**src/scl_pkg.sv**
```systemverilog
`timescale 1ns / 1ps

package scl_pkg;

    localparam int CAPACITY = 16;
    localparam int CNT_W    = $clog2(CAPACITY + 1);
    localparam int ENTRY_W  = 5;
    localparam int VAL_W    = 8;

    typedef enum logic {
        CMD_INSERT = 1'b0,
        CMD_DELETE = 1'b1
    } t_cmd;

    typedef enum logic [1:0] {
        ST_INSERTED  = 2'd0,
        ST_FULL      = 2'd1,
        ST_REMOVED   = 2'd2,
        ST_NOT_FOUND = 2'd3
    } t_status;

    typedef struct packed {
        logic                    ins_en;
        logic                    del_en;
        logic signed [VAL_W-1:0] value;
    } t_ctrl;

endpackage

```
**src/scl_cell.sv**
```systemverilog
`timescale 1ns / 1ps

module scl_cell (
    input  logic                            i_clk,
    input  scl_pkg::t_ctrl                  i_ctrl,
    input  logic                            i_occ,
    input  logic                            i_prev_lt,
    input  logic signed [scl_pkg::VAL_W-1:0] i_prev_val,
    input  logic signed [scl_pkg::VAL_W-1:0] i_next_val,
    output logic                            o_lt,
    output logic                            o_hit,
    output logic signed [scl_pkg::VAL_W-1:0] o_val
);

    logic signed [scl_pkg::VAL_W-1:0] r_val;
    logic signed [scl_pkg::VAL_W-1:0] n_val;

    // The held value is smaller than the broadcast value. Along the row this
    // forms a prefix, since the values are kept in ascending order.
    assign o_lt  = i_occ && (r_val < i_ctrl.value);
    assign o_hit = i_occ && !o_lt && i_prev_lt && (r_val == i_ctrl.value);
    assign o_val = r_val;

    always_comb begin
        n_val = r_val;
        if (i_ctrl.ins_en && !o_lt) begin
            n_val = i_prev_lt ? i_ctrl.value : i_prev_val;
        end else if (i_ctrl.del_en && !o_lt) begin
            n_val = i_next_val;
        end
    end

    always_ff @(posedge i_clk) begin
        r_val <= n_val;
    end

endmodule

```
**src/sorted_char_list.sv**
```systemverilog
`timescale 1ns / 1ps

// Channel  | Direction | Handshake                 | Payload
// ---------+-----------+---------------------------+----------------------------
// command  | in        | i_in_valid / o_in_ready   | i_command, i_value
// result   | out       | o_out_valid / i_out_ready | o_status, o_entry_count
//
// Every cell compares its value with the broadcast value in parallel and shifts
// from a neighbor, so one item is taken per cycle unless the result is stalled.
// The result sits in an output register the cycle after the item is accepted.
// A new item is accepted whenever the output register is empty or being taken.
// Reset is synchronous and active low; it empties the list at once.

module sorted_char_list (
    input  logic                              i_clk,
    input  logic                              i_rst_n,
    input  logic                              i_in_valid,
    output logic                              o_in_ready,
    input  logic                              i_command,
    input  logic signed [scl_pkg::VAL_W-1:0]  i_value,
    output logic                              o_out_valid,
    input  logic                              i_out_ready,
    output logic [1:0]                        o_status,
    output logic [scl_pkg::ENTRY_W-1:0]       o_entry_count
);

    localparam int CAP   = scl_pkg::CAPACITY;
    localparam int CNT_W = scl_pkg::CNT_W;

    logic [CNT_W-1:0]       r_count;
    logic [CNT_W-1:0]       n_count;
    logic                   r_out_valid;
    logic                   n_out_valid;
    scl_pkg::t_status       r_status;
    scl_pkg::t_status       n_status;

    logic                   accept;
    logic                   full;
    logic                   found;
    scl_pkg::t_ctrl         ctrl;

    logic [CAP-1:0]         occ;
    logic [CAP-1:0]         lt;
    logic [CAP-1:0]         hit;
    logic signed [scl_pkg::VAL_W-1:0] vals [CAP];

    assign o_in_ready = !r_out_valid || i_out_ready;
    assign accept     = i_in_valid && o_in_ready;
    assign full       = (r_count == CNT_W'(CAP));
    assign found      = |hit;

    assign ctrl.value  = i_value;
    assign ctrl.ins_en = accept && (i_command == scl_pkg::CMD_INSERT) && !full;
    assign ctrl.del_en = accept && (i_command == scl_pkg::CMD_DELETE) && found;

    genvar g;
    generate
        for (g = 0; g < CAP; g++) begin : g_cell
            logic                             prev_lt;
            logic signed [scl_pkg::VAL_W-1:0] prev_val;
            logic signed [scl_pkg::VAL_W-1:0] next_val;

            assign occ[g] = (CNT_W'(g) < r_count);

            if (g == 0) begin : g_first
                assign prev_lt  = 1'b1;
                assign prev_val = i_value;
            end else begin : g_mid
                assign prev_lt  = lt[g-1];
                assign prev_val = vals[g-1];
            end

            if (g == CAP - 1) begin : g_last
                assign next_val = vals[g];
            end else begin : g_inner
                assign next_val = vals[g+1];
            end

            scl_cell u_cell (
                .i_clk      (i_clk),
                .i_ctrl     (ctrl),
                .i_occ      (occ[g]),
                .i_prev_lt  (prev_lt),
                .i_prev_val (prev_val),
                .i_next_val (next_val),
                .o_lt       (lt[g]),
                .o_hit      (hit[g]),
                .o_val      (vals[g])
            );
        end
    endgenerate

    always_comb begin
        n_count     = r_count;
        n_status    = r_status;
        n_out_valid = r_out_valid && !i_out_ready;
        if (accept) begin
            n_out_valid = 1'b1;
            if (i_command == scl_pkg::CMD_INSERT) begin
                if (full) begin
                    n_status = scl_pkg::ST_FULL;
                end else begin
                    n_status = scl_pkg::ST_INSERTED;
                    n_count  = r_count + CNT_W'(1);
                end
            end else begin
                if (found) begin
                    n_status = scl_pkg::ST_REMOVED;
                    n_count  = r_count - CNT_W'(1);
                end else begin
                    n_status = scl_pkg::ST_NOT_FOUND;
                end
            end
        end
    end

    always_ff @(posedge i_clk) begin
        if (!i_rst_n) begin
            r_count     <= '0;
            r_out_valid <= 1'b0;
        end else begin
            r_count     <= n_count;
            r_out_valid <= n_out_valid;
        end
    end

    always_ff @(posedge i_clk) begin
        r_status <= n_status;
    end

    assign o_out_valid = r_out_valid;
    assign o_status    = r_status;

    generate
        if (CNT_W >= scl_pkg::ENTRY_W) begin : g_cnt_trunc
            assign o_entry_count = r_count[scl_pkg::ENTRY_W-1:0];
        end else begin : g_cnt_ext
            assign o_entry_count = {{(scl_pkg::ENTRY_W - CNT_W){1'b0}}, r_count};
        end
    endgenerate

    a_count_bound : assert property (@(posedge i_clk) disable iff (!i_rst_n)
        r_count <= CNT_W'(CAP))
        else $error("entry count above capacity");

    a_hit_single : assert property (@(posedge i_clk) disable iff (!i_rst_n)
        $onehot0(hit))
        else $error("more than one cell claims the first match");

    a_insert_grows : assert property (@(posedge i_clk) disable iff (!i_rst_n)
        ctrl.ins_en |=> (r_count == $past(r_count) + CNT_W'(1))
                        && (r_status == scl_pkg::ST_INSERTED))
        else $error("insert did not grow the list");

    a_delete_shrinks : assert property (@(posedge i_clk) disable iff (!i_rst_n)
        ctrl.del_en |=> (r_count == $past(r_count) - CNT_W'(1))
                        && (r_status == scl_pkg::ST_REMOVED))
        else $error("delete did not shrink the list");

endmodule
```
**config.mk**
```make
export PLATFORM = sky130hd
export DESIGN_NAME = sorted_char_list
export DESIGN_NICKNAME = d
export VERILOG_FILES = /design/src/scl_pkg.sv /design/src/scl_cell.sv /design/src/sorted_char_list.sv
export SDC_FILE = /design/constraint.sdc
export NUM_CORES = 1
export LEC_CHECK = 0
export BUFFER_PORTS_ARGS = -buffer_cell sky130_fd_sc_hd__buf_2
export CAP_MARGIN = 10
export CORE_ASPECT_RATIO = 0.8
export CORE_UTILIZATION = 59
export DETAILED_ROUTE_END_ITERATION = 12
export PLACE_DENSITY_LB_ADDON = 0.05
export SLEW_MARGIN = 20
export SYNTH_ARGS = -nofsm -noshare
export SYNTH_HDL_FRONTEND = slang
export SYNTH_SLANG_ARGS = --single-unit
```
**constraint.sdc**
```tcl
create_clock -name i_clk -period 4.3 [get_ports i_clk]
set_clock_uncertainty 0.05 [all_clocks]
set_input_delay 0.43 -clock i_clk [delete_from_list [all_inputs] [get_ports i_clk]]
set_output_delay 0.43 -clock i_clk [all_outputs]
set_load 0.02 [all_outputs]
```
==> flow_summary.toml, run 1 <==
[sta]
fmaxAchievable_ghz = 0.2754
slew_headroom_pct = 45.70
finalCritPeriodShare_pct = 84.44
maxSlewViolCount = 0
whs_ns = 0.2091
hold_viol_final = 0
setup-tns-final_ns = 0
min_period_ns = 3.631
final-setup-viol-count = 0
grt_setup_unrepaired = "no"
worst_pin_slew_ns = 0.8091

[grt]
antenna_found_initial = 1
grt_pass1_vias = 8021
grt_pass1_wl_mm = 46.64
use_met3_pct = 7.585
met1_usage_pct = 55.50
busiest_layer = "met1"
grt_overflow = 0
use_met2_pct = 47.66
grt_usage_pct = 35.34
grt_max_degree = 28

[logic_synthesis]
ys_warn_count = 0
ys_types = 68
synth-seq-area-share_pct = 39.03
postSynthAreaPerCell_um2 = 9.051
ys_seq_elements = 136
synth-edff-count = 130
synth_fp_nets = 1284
netlist_instances = 1139
synth_flop_cell = "edfxtp_1"
synth_area_um2 = 10310
async_flop_share_pct = 0

[final_layout]
area_growth_pct = 11.29
layout.nets = 1316
fillers = 1315
final_common_cell = "nand2_1"
layout_common_cells = "nand2_1, a21oi_1, ha_1, edfxtp_1, nor2_1"
drive_gt1_share_pct = 10.73
final_design_area_no_fill_um2 = 11470

[clocking]
cts_sinks = 136
worst_skew_pair.late_latency_ns = 0.44
clk_pin_slew_worst_paths_ns = 0.06
cts_buffers = 17
clock-root-buffer = "clkbuf_16"
cts_tree = "built"
h-tree-depth = 4
cts_resized = 0
post_cts_buffers = 0
cts_hold_buf = 0
clk_path_buf_depth = 2

[route]
viasPerCell = 6.338
antenna_left = 0
wl_per_cell_um = 21.79
vias = 8905
drtIter0Drc = 1162
drc_errors = 0
routed_wl_mm = 30.62
dr.pass1.iters = 5

[floorplanning]
fp.dieH_um = 120.2
io_pins = 22
dieArea_um2 = 18010
die_x_um = 149.8
rows = 42
initial_core_util_pct = 61.30
core_area_um2 = 16820

[placement]
dpl-instance-area_um2 = 10890
hpwlAfterDp_mm = 22.55
gp_congestion = 0.9531
portBuffers = 21

[worst_setup_path]
timing.rr.start = "g_cell[8].u_cell.o_val[5]"
end_kind = "register"
criticalPathCategory = "input port to register"
cpPeakStageDelay_ns = 0.56
crit_buf_inv = 4
critPathArrivalTime_ns = 3.65
cp_common_cell = "a21oi_1"
cp_top_family = "compound AO/OA/AOI/OAI gates"
path_cells = "buf_2, inv_1, buf_4, ha_1, a21oi_1, o21ai_0, a221oi_1, a21oi_1, o32ai_1, a2111oi_2, nand3_2, nand3_4, buf_12, nor2b_1"
crit_fanout = 13
cp-start-kind = "input port"
critPathLaunch = "i_value[5]"
cp_slowest_cell = "nor2b_1"
critPathRequiredTime_ns = 4.32

[worst_hold_path]
hold_path.startpoint = "i_in_valid"
hp-class = "input port to register"

[power_and_ir_drop]
vdd_drop_max_uv = 228.7
leakage_nw = 4.845
power_density_nw_per_um2 = 337.8

[outcome]
status = "complete, no violations"

[flow_run]
max-cap-violations = 0
-- tightest hold or removal path: cells and delay by family --
family	cells	cell delay, ns
buffers and inverters	2	0.14
AOI/OAI and AO/OA	1	0.07
-- synth_stat cells (2+ instances only) --
master	instances	area share, %
nor4_1	6	0.36
or2_2	5	0.30
inv_1	51	1.9
a31oi_1	2	0.12
and2_1	4	0.24
a22o_1	2	0.17
nand3b_1	2	0.15
ha_1	132	16
o21ai_0	112	5.4
buf_1	2	0.073
nor4b_1	2	0.17
mux2i_1	50	4.9
a221oi_1	3	0.25
a31o_2	2	0.17
o21a_1	3	0.22
a41oi_1	2	0.17
o22ai_1	6	0.36
o21ai_1	3	0.15
clkbuf_1	43	1.6
o211ai_1	4	0.29
a21o_1	15	1.1
a21oi_1	139	6.7
nor2_1	119	4.3
edfxtp_1	130	38
buf_6	2	0.22
a21boi_0	3	0.22
buf_2	5	0.24
nor2b_1	14	0.85
nand3_1	17	0.83
nand2_1	148	5.4
dfxtp_1	6	1.2
nand4_1	21	1.3
or3_1	5	0.30
a211o_1	2	0.17
a211oi_1	5	0.36
mux2_2	9	0.98
nor3_1	7	0.34
nand2b_1	24	1.5
or3b_2	2	0.17
and3_1	2	0.12
-- per-layer routing --
layer,vias to the layer above,part of all wire [%]
li1,4233,-
met1,4026,45
met2,588,40
met3,58,13
met4,0,2.1
met5,-,0
-- sequential cells by signal (all words and copies together) (netlist names) --
signal / cells
o_status: 2
o_out_valid: 1
g_cell.u_cell.o_val: 128
o_entry_count: 5
-- layout make-up --
class,count,area (µm²),share of cell area [%]
Timing Repair Buffer,67,538.0,4.690
Inverter,51,191.4,1.669
Clock buffer,17,425.4,3.708
Tap cell,220,275.3,2.399
Sequential cell,136,4024,35.07
Multi-Input combinational cell,898,5859,51.07
Clock inverter,15,156.4,1.363
Antenna cell,1,2.502,0.02181
-- per-stage QoR --
stage	setup WS, ns	util (%)	power (mW)	cells
after global placement	0.3670	64.75	2.389	1372
after global routing	0.4173	68.22	4.013	1405
final	0.6693	68.22	3.875	1405
after floorplan	0.2671	-	2.144	1139
after detailed placement	0.2452	64.75	2.403	1372
after CTS	0.6893	68.21	3.859	1404
-- path summary, 6_finish.rpt --
check	end	slack, ns	cells past startpoint
setup / recovery	g_cell[9].u_cell.o_val[4]	0.67	14
setup reg to reg	g_cell[9].u_cell.o_val[4]	0.71	11
hold reg to reg	o_out_valid	0.49	2
hold / removal	o_out_valid	0.21	3
-- power breakdown --
| part | internal [mW] | total [mW] | switching, mW |
|---|---|---|---|
| combinational | 0.283 | 0.752 | 0.469 |
| sequential | 1.56 | 1.65 | 0.0952 |
| clock | 0.820 | 1.47 | 0.648 |
-- logic make-up (layout without fill, tap and decap cells) --
logic type | count (synthesis) | after routing | share of synthesized area, %
AOI/OAI and AO/OA | 319 | 319 | 17.71
other | 0 | 1 | 0
adders and majority gates | 132 | 132 | 16.02
and+or+nand+nor | 387 | 387 | 17.14
xor gates and xnor gates | 1 | 1 | 0.08498
DFF | 136 | 136 | 39.03
buffers and inverters | 105 | 150 | 4.175
muxes | 59 | 59 | 5.838
(Power assumes the default switching activity.)
==> run 2, diff against run 1 <==
CORE_UTILIZATION = 58   (was 59)
clock period = 2.9 ns   (was 4.3 ns; I/O delays follow)
==> run 2 against run 1 <==
The flow now finishes with violations (negative setup slack); clock-buffer cell count up 1; flip-flop and latch count did not move; worst hold slack worse by 0.15 ns; first-iteration DRC count down 3.6%; setup slack got worse by 0.79 ns; critical path type is now register to register; critical endpoint is now g_cell[4].u_cell.o_val[1]; highest routed layer unchanged.
==> flow_summary.toml, run 2 (same netlist as run 1, synthesis figures left out) <==
[final_layout]
multi_input_area_um2 = 6684
layout.nets = 1529
drive_gt1_share_pct = 31.64
largest_reg_flops = 128
layout_common_cells = "buf_4, nand2_1, edfxtp_1, a21oi_1, nor2_1"
area_growth_pct = 37.73
final_core_util_pct = 81.70
fillers = 1038
final_common_cell = "buf_4"
final_design_area_no_fill_um2 = 14200
seqCellArea_um2 = 4028
fin_cells = 1622
diodes = 0

[sta]
whs_ns = 0.06296
min_period_ns = 3.020
slew_headroom_pct = 65.94
worst_pin_slew_ns = 0.5109
fin_ws_ns = -0.1196
maxSlewViolCount = 0
finalCritPeriodShare_pct = 104.1
final-setup-viol-count = 121
hold_viol_final = 0
grt_setup_unrepaired = "yes"
fmaxAchievable_ghz = 0.3312

[placement]
hpwlAfterDp_mm = 24.86
dpl-instance-area_um2 = 13040
portBuffers = 21
pre_cts_slack_ns = -0.3934
gp_congestion = 0.9494
place_inst = 1573

[worst_setup_path]
cp-start-kind = "register"
crit_fanout = 8
criticalPathCategory = "register to register"
end_kind = "register"
critPathArrivalTime_ns = 3.12
critPathRequiredTime_ns = 3.00

[route]
vias = 9929
drc_errors = 0
antenna_left = 0
routed_wl_mm = 33.50
viasPerCell = 6.121
dr.pass1.iters = 5
drtIter0Drc = 1120
wl_per_cell_um = 20.65

[clocking]
h-tree-depth = 4
clk_pin_slew_worst_paths_ns = 0.06
worst_skew_pair.late_latency_ns = 0.43
clock-root-buffer = "clkbuf_16"
cts_hold_buf = 0
cts_buffers = 17
cts_tree = "built"
cts_sinks = 136
clk_path_buf_depth = 2

[floorplanning]
fp.dieH_um = 121.2
die_x_um = 151.1
io_pins = 22
dieArea_um2 = 18310
rows = 43
core_area_um2 = 17380
initial_core_util_pct = 59.32

[outcome]
violations = "negative setup slack"
status = "finished with violations"

[grt]
grt_overflow = 0
grt_usage_pct = 36.96
grt_max_degree = 18
grt_pass1_vias = 9095
antenna_found_initial = 0
grt_pass1_wl_mm = 49.70

[power_and_ir_drop]
power_density_nw_per_um2 = 450.3
vdd_drop_max_uv = 422.1
leakage_nw = 6.100

[worst_hold_path]
hp-class = "input port to register"

[flow_run]
max-cap-violations = 0
==> run 2: cell count changes in the layout (fill, tap and decap cells not counted), moves of 6 or more <==
cell     change
o21ai_0      -6
buf_6        +7
ha_1        -32
nand2_1      -7
nor2_1       -6
a21oi_2     +11
a21oi_1     -15
inv_1        -9
nand2_2      +6
nor2b_1      -6
ha_4        +31
buf_12      +17
buf_4      +189
==> run 2: layer usage <==
metal	global-route usage, %	wire length (µm)	vias to the layer above
li1	-	-	4655
met1	55.91	14660	4576
met2	52.92	13960	606
met3	7.594	4009	92
met4	10.31	866	0
met5	0	0	-
==> run 2: cell type report <==
cell class	count	area share, %
tap	225	1.983
timing repair buffer	280	16.73
inverter	51	1.419
sequential	136	28.37
clock inverter	14	1.401
clock buffer	18	3.023
multi-input combinational	898	47.07
==> run 2: where the power goes <==
part	leakage [nW]	switching, mW	total, mW	internal, mW
Clock	0.295	0.882	2.33	1.44
Sequential	1.27	0.0861	2.40	2.31
Combinational	4.54	0.923	1.67	0.748
Total	6.10	1.89	6.39	4.50
==> run 2: through the flow <==
stage,power (mW),setup TNS [ns]
3_3_place_gp,3.874,-43.74
5_1_grt,6.612,-16.61
2_1_floorplan,3.276,0
3_5_place_dp,3.932,-45.61
4_1_cts,6.283,-3.211
6_report,6.394,-9.011
==> run 2: what timing repair did <==
action,4_1_cts,5_1_grt
endpoints found under the setup margin,123,126
buffers inserted,5,13
cloned,0,0
gates resized for setup,41,32
pin swaps,15,14
==> run 2: path summary, 6_finish.rpt <==
path,startpoint,to,slack [ns],cells after the start
max,g_cell[3].u_cell.o_val[5],g_cell[4].u_cell.o_val[1],-0.12,12
min,i_in_valid,o_out_valid,0.06,3
max reg2reg,g_cell[3].u_cell.o_val[5],g_cell[4].u_cell.o_val[1],-0.12,12
min reg2reg,o_out_valid,o_out_valid,0.49,2
==> run 2: critical path, cell delays in order, from the launching register on <==
cell and delay [ns]:
edfxtp_1 0.44, ha_4 0.25, a21oi_2 0.12, o21ai_1 0.11
a311oi_2 0.29, a31oi_2 0.17, or3_4 0.37, and4_1 0.22
nand3_2 0.10, nand3_4 0.11, buf_12 0.18, nor2b_2 0.16
buf_6 0.15
==> run 3, diff against run 2 <==
--- a/config.mk
+++ b/config.mk
@@ -9,5 +9,5 @@
 export CAP_MARGIN = 10
 export CORE_ASPECT_RATIO = 0.8
-export CORE_UTILIZATION = 58
+export CORE_UTILIZATION = 59
 export DETAILED_ROUTE_END_ITERATION = 12
 export PLACE_DENSITY_LB_ADDON = 0.05
==> constraint.sdc (replaced) <==
create_clock -name i_clk -period 3.9 [get_ports i_clk]
set_clock_uncertainty 0.05 [all_clocks]
set_input_delay 0.78 -clock i_clk [delete_from_list [all_inputs] [get_ports i_clk]]
set_output_delay 0.78 -clock i_clk [all_outputs]
set_load 0.02 [all_outputs]
==> run 3 against run 2 <==
The run now ends clean; setup slack better by 0.45 ns; flip-flop and latch count stayed put; worst hold slack better by 0.44 ns; clock power is 28% lower; sequential share of layout area is 5.8 points higher; global-route usage is 1.4 points lower; routed wire length is 9.0% lower; sequential power is 24% lower; total power is 32% lower; critical path type is now input port to register.
==> flow_summary.toml, run 3 (same netlist as run 1, synthesis figures left out) <==
[sta]
min_period_ns = 3.568
fmaxAchievable_ghz = 0.2802
grt_setup_unrepaired = "no"
setup-tns-final_ns = 0
worst_pin_slew_ns = 0.6469
hold_viol_final = 0
slew_headroom_pct = 56.81
finalCritPeriodShare_pct = 91.49
final-setup-viol-count = 0
maxSlewViolCount = 0

[clocking]
h-tree-depth = 4
cts_buffers = 17
cts_tree = "built"
post_cts_buffers = 0
clk_pin_slew_worst_paths_ns = 0.06
cts_resized = 0
cts_hold_buf = 0
clk_path_buf_depth = 2
cts_sinks = 136
clock-root-buffer = "clkbuf_16"
worst_skew_pair.late_latency_ns = 0.44

[route]
dr.pass1.iters = 5
vias = 9010
wl_per_cell_um = 21.22
viasPerCell = 6.274
drc_errors = 0
routed_wl_mm = 30.47
drtIter0Drc = 986
antenna_left = 0

[power_and_ir_drop]
leakage_nw = 5.018
fin_total_pwr_mw = 4.350
power.internal_mw = 3.065
power_frac_comb_pct = 19.8
switching_power_mw = 1.285
power_frac_seq_pct = 41.8
power_density_nw_per_um2 = 369.7
swShare_pct = 29.54
vdd_drop_max_uv = 237.2
clkPwrFrac_pct = 38.4

[final_layout]
layout.nets = 1348
layout_common_cells = "nand2_1, a21oi_1, ha_1, edfxtp_1, nor2_1"
final_design_area_no_fill_um2 = 11770
area_growth_pct = 14.16
final_common_cell = "nand2_1"
largest_reg_flops = 128
fin_cells = 1436
multi_input_area_um2 = 5859
seqCellArea_um2 = 4024
fillers = 1330
drive_gt1_share_pct = 12.91
final_core_util_pct = 69.99
diodes = 0

[worst_setup_path]
crit_fanout = 19
rrSetupSlack_ns = 0.55
critPathRequiredTime_ns = 4.00
reg2regPathDepth = 13
end_kind = "register"
critPathArrivalTime_ns = 3.66
cp-start-kind = "input port"
criticalPathCategory = "input port to register"
timing.rr.start = "g_cell[10].u_cell.o_val[5]"
r2r-end = "g_cell[3].u_cell.o_val[0]"

[placement]
dpl-instance-area_um2 = 11170
gp_congestion = 0.9464
hpwlAfterDp_mm = 22.65
place_inst = 1404
portBuffers = 21

[worst_hold_path]
hold_end = "o_out_valid"
hp-class = "register to register"
holdPathStages = 2
hold_path.startpoint = "o_out_valid"

[grt]
grt_usage_pct = 35.57
grt_max_degree = 21
antenna_found_initial = 1
grt_overflow = 0
grt_pass1_vias = 8233
grt_pass1_wl_mm = 47.02

[floorplanning]
initial_core_util_pct = 61.30
dieArea_um2 = 18010
fp.dieH_um = 120.2
rows = 42
core_area_um2 = 16820
io_pins = 22
die_x_um = 149.8

[outcome]
status = "complete, no violations"

[flow_run]
max-cap-violations = 0
## run 3: area by class of cell
cell class	count	area share, %
clock buffer	18	3.647
clock inverter	14	1.478
inverter	51	1.627
multi-input combinational	898	49.79
sequential	136	34.19
tap	220	2.339
timing repair buffer	99	6.932
## run 3: routing by layer
metal / wire [µm] / track usage [%] / vias up / part of all wire [%]
met2: 12500 / 49.51 / 481 / 41
li1: - / - / 4296 / -
met1: 13930 / 55.16 / 4188 / 46
met5: 0 / 0 / - / 0
met4: 527 / 9.533 / 0 / 1.7
met3: 3507 / 7.660 / 45 / 12
## run 3: worst max-delay path: stages
cell,delay [ns]
buf_2,0.11
inv_1,0.19
buf_12,0.22
ha_1,0.26
and2_1,0.17
a221oi_2,0.37
a31oi_4,0.12
nor4b_1,0.46
buf_4,0.20
nor4_2,0.04
nand3_2,0.12
nand3_4,0.10
buf_4,0.18
a21oi_1,0.14
buf_4,0.19
## run 3: power groups by stage
stage	combinational, mW	clock (mW)	sequential [mW]
CTS	0.845	1.68	1.81
global route	0.965	1.74	1.82
floorplan	0.568	0	1.80
global placement	0.819	0	1.84
finish	0.861	1.67	1.82
detailed placement	0.837	0	1.84
## run 3: worst max-delay path by stage
| stage | slack [ns] | from | to |
|---|---|---|---|
| after global placement | -0.05 | i_value[6] | g_cell[0].u_cell.o_val[5] |
| after floorplan | -0.15 | i_value[5] | g_cell[1].u_cell.o_val[0] |
| after CTS | 0.33 | i_value[6] | g_cell[3].u_cell.o_val[0] |
| after global routing | 0.14 | i_value[5] | g_cell[0].u_cell.o_val[2] |
| after detailed placement | -0.11 | i_value[6] | g_cell[0].u_cell.o_val[4] |
| final | 0.33 | i_value[6] | g_cell[3].u_cell.o_val[0] |
## run 3: through the flow
step           hold slack (ns)  setup slack (ns)
2_1_floorplan           0.4719           -0.1466
3_3_place_gp            0.4672          -0.05164
3_5_place_dp            0.4911           -0.1132
4_1_cts                 0.5026            0.3325
5_1_grt                 0.5540            0.1357
6_report                0.5043            0.3317
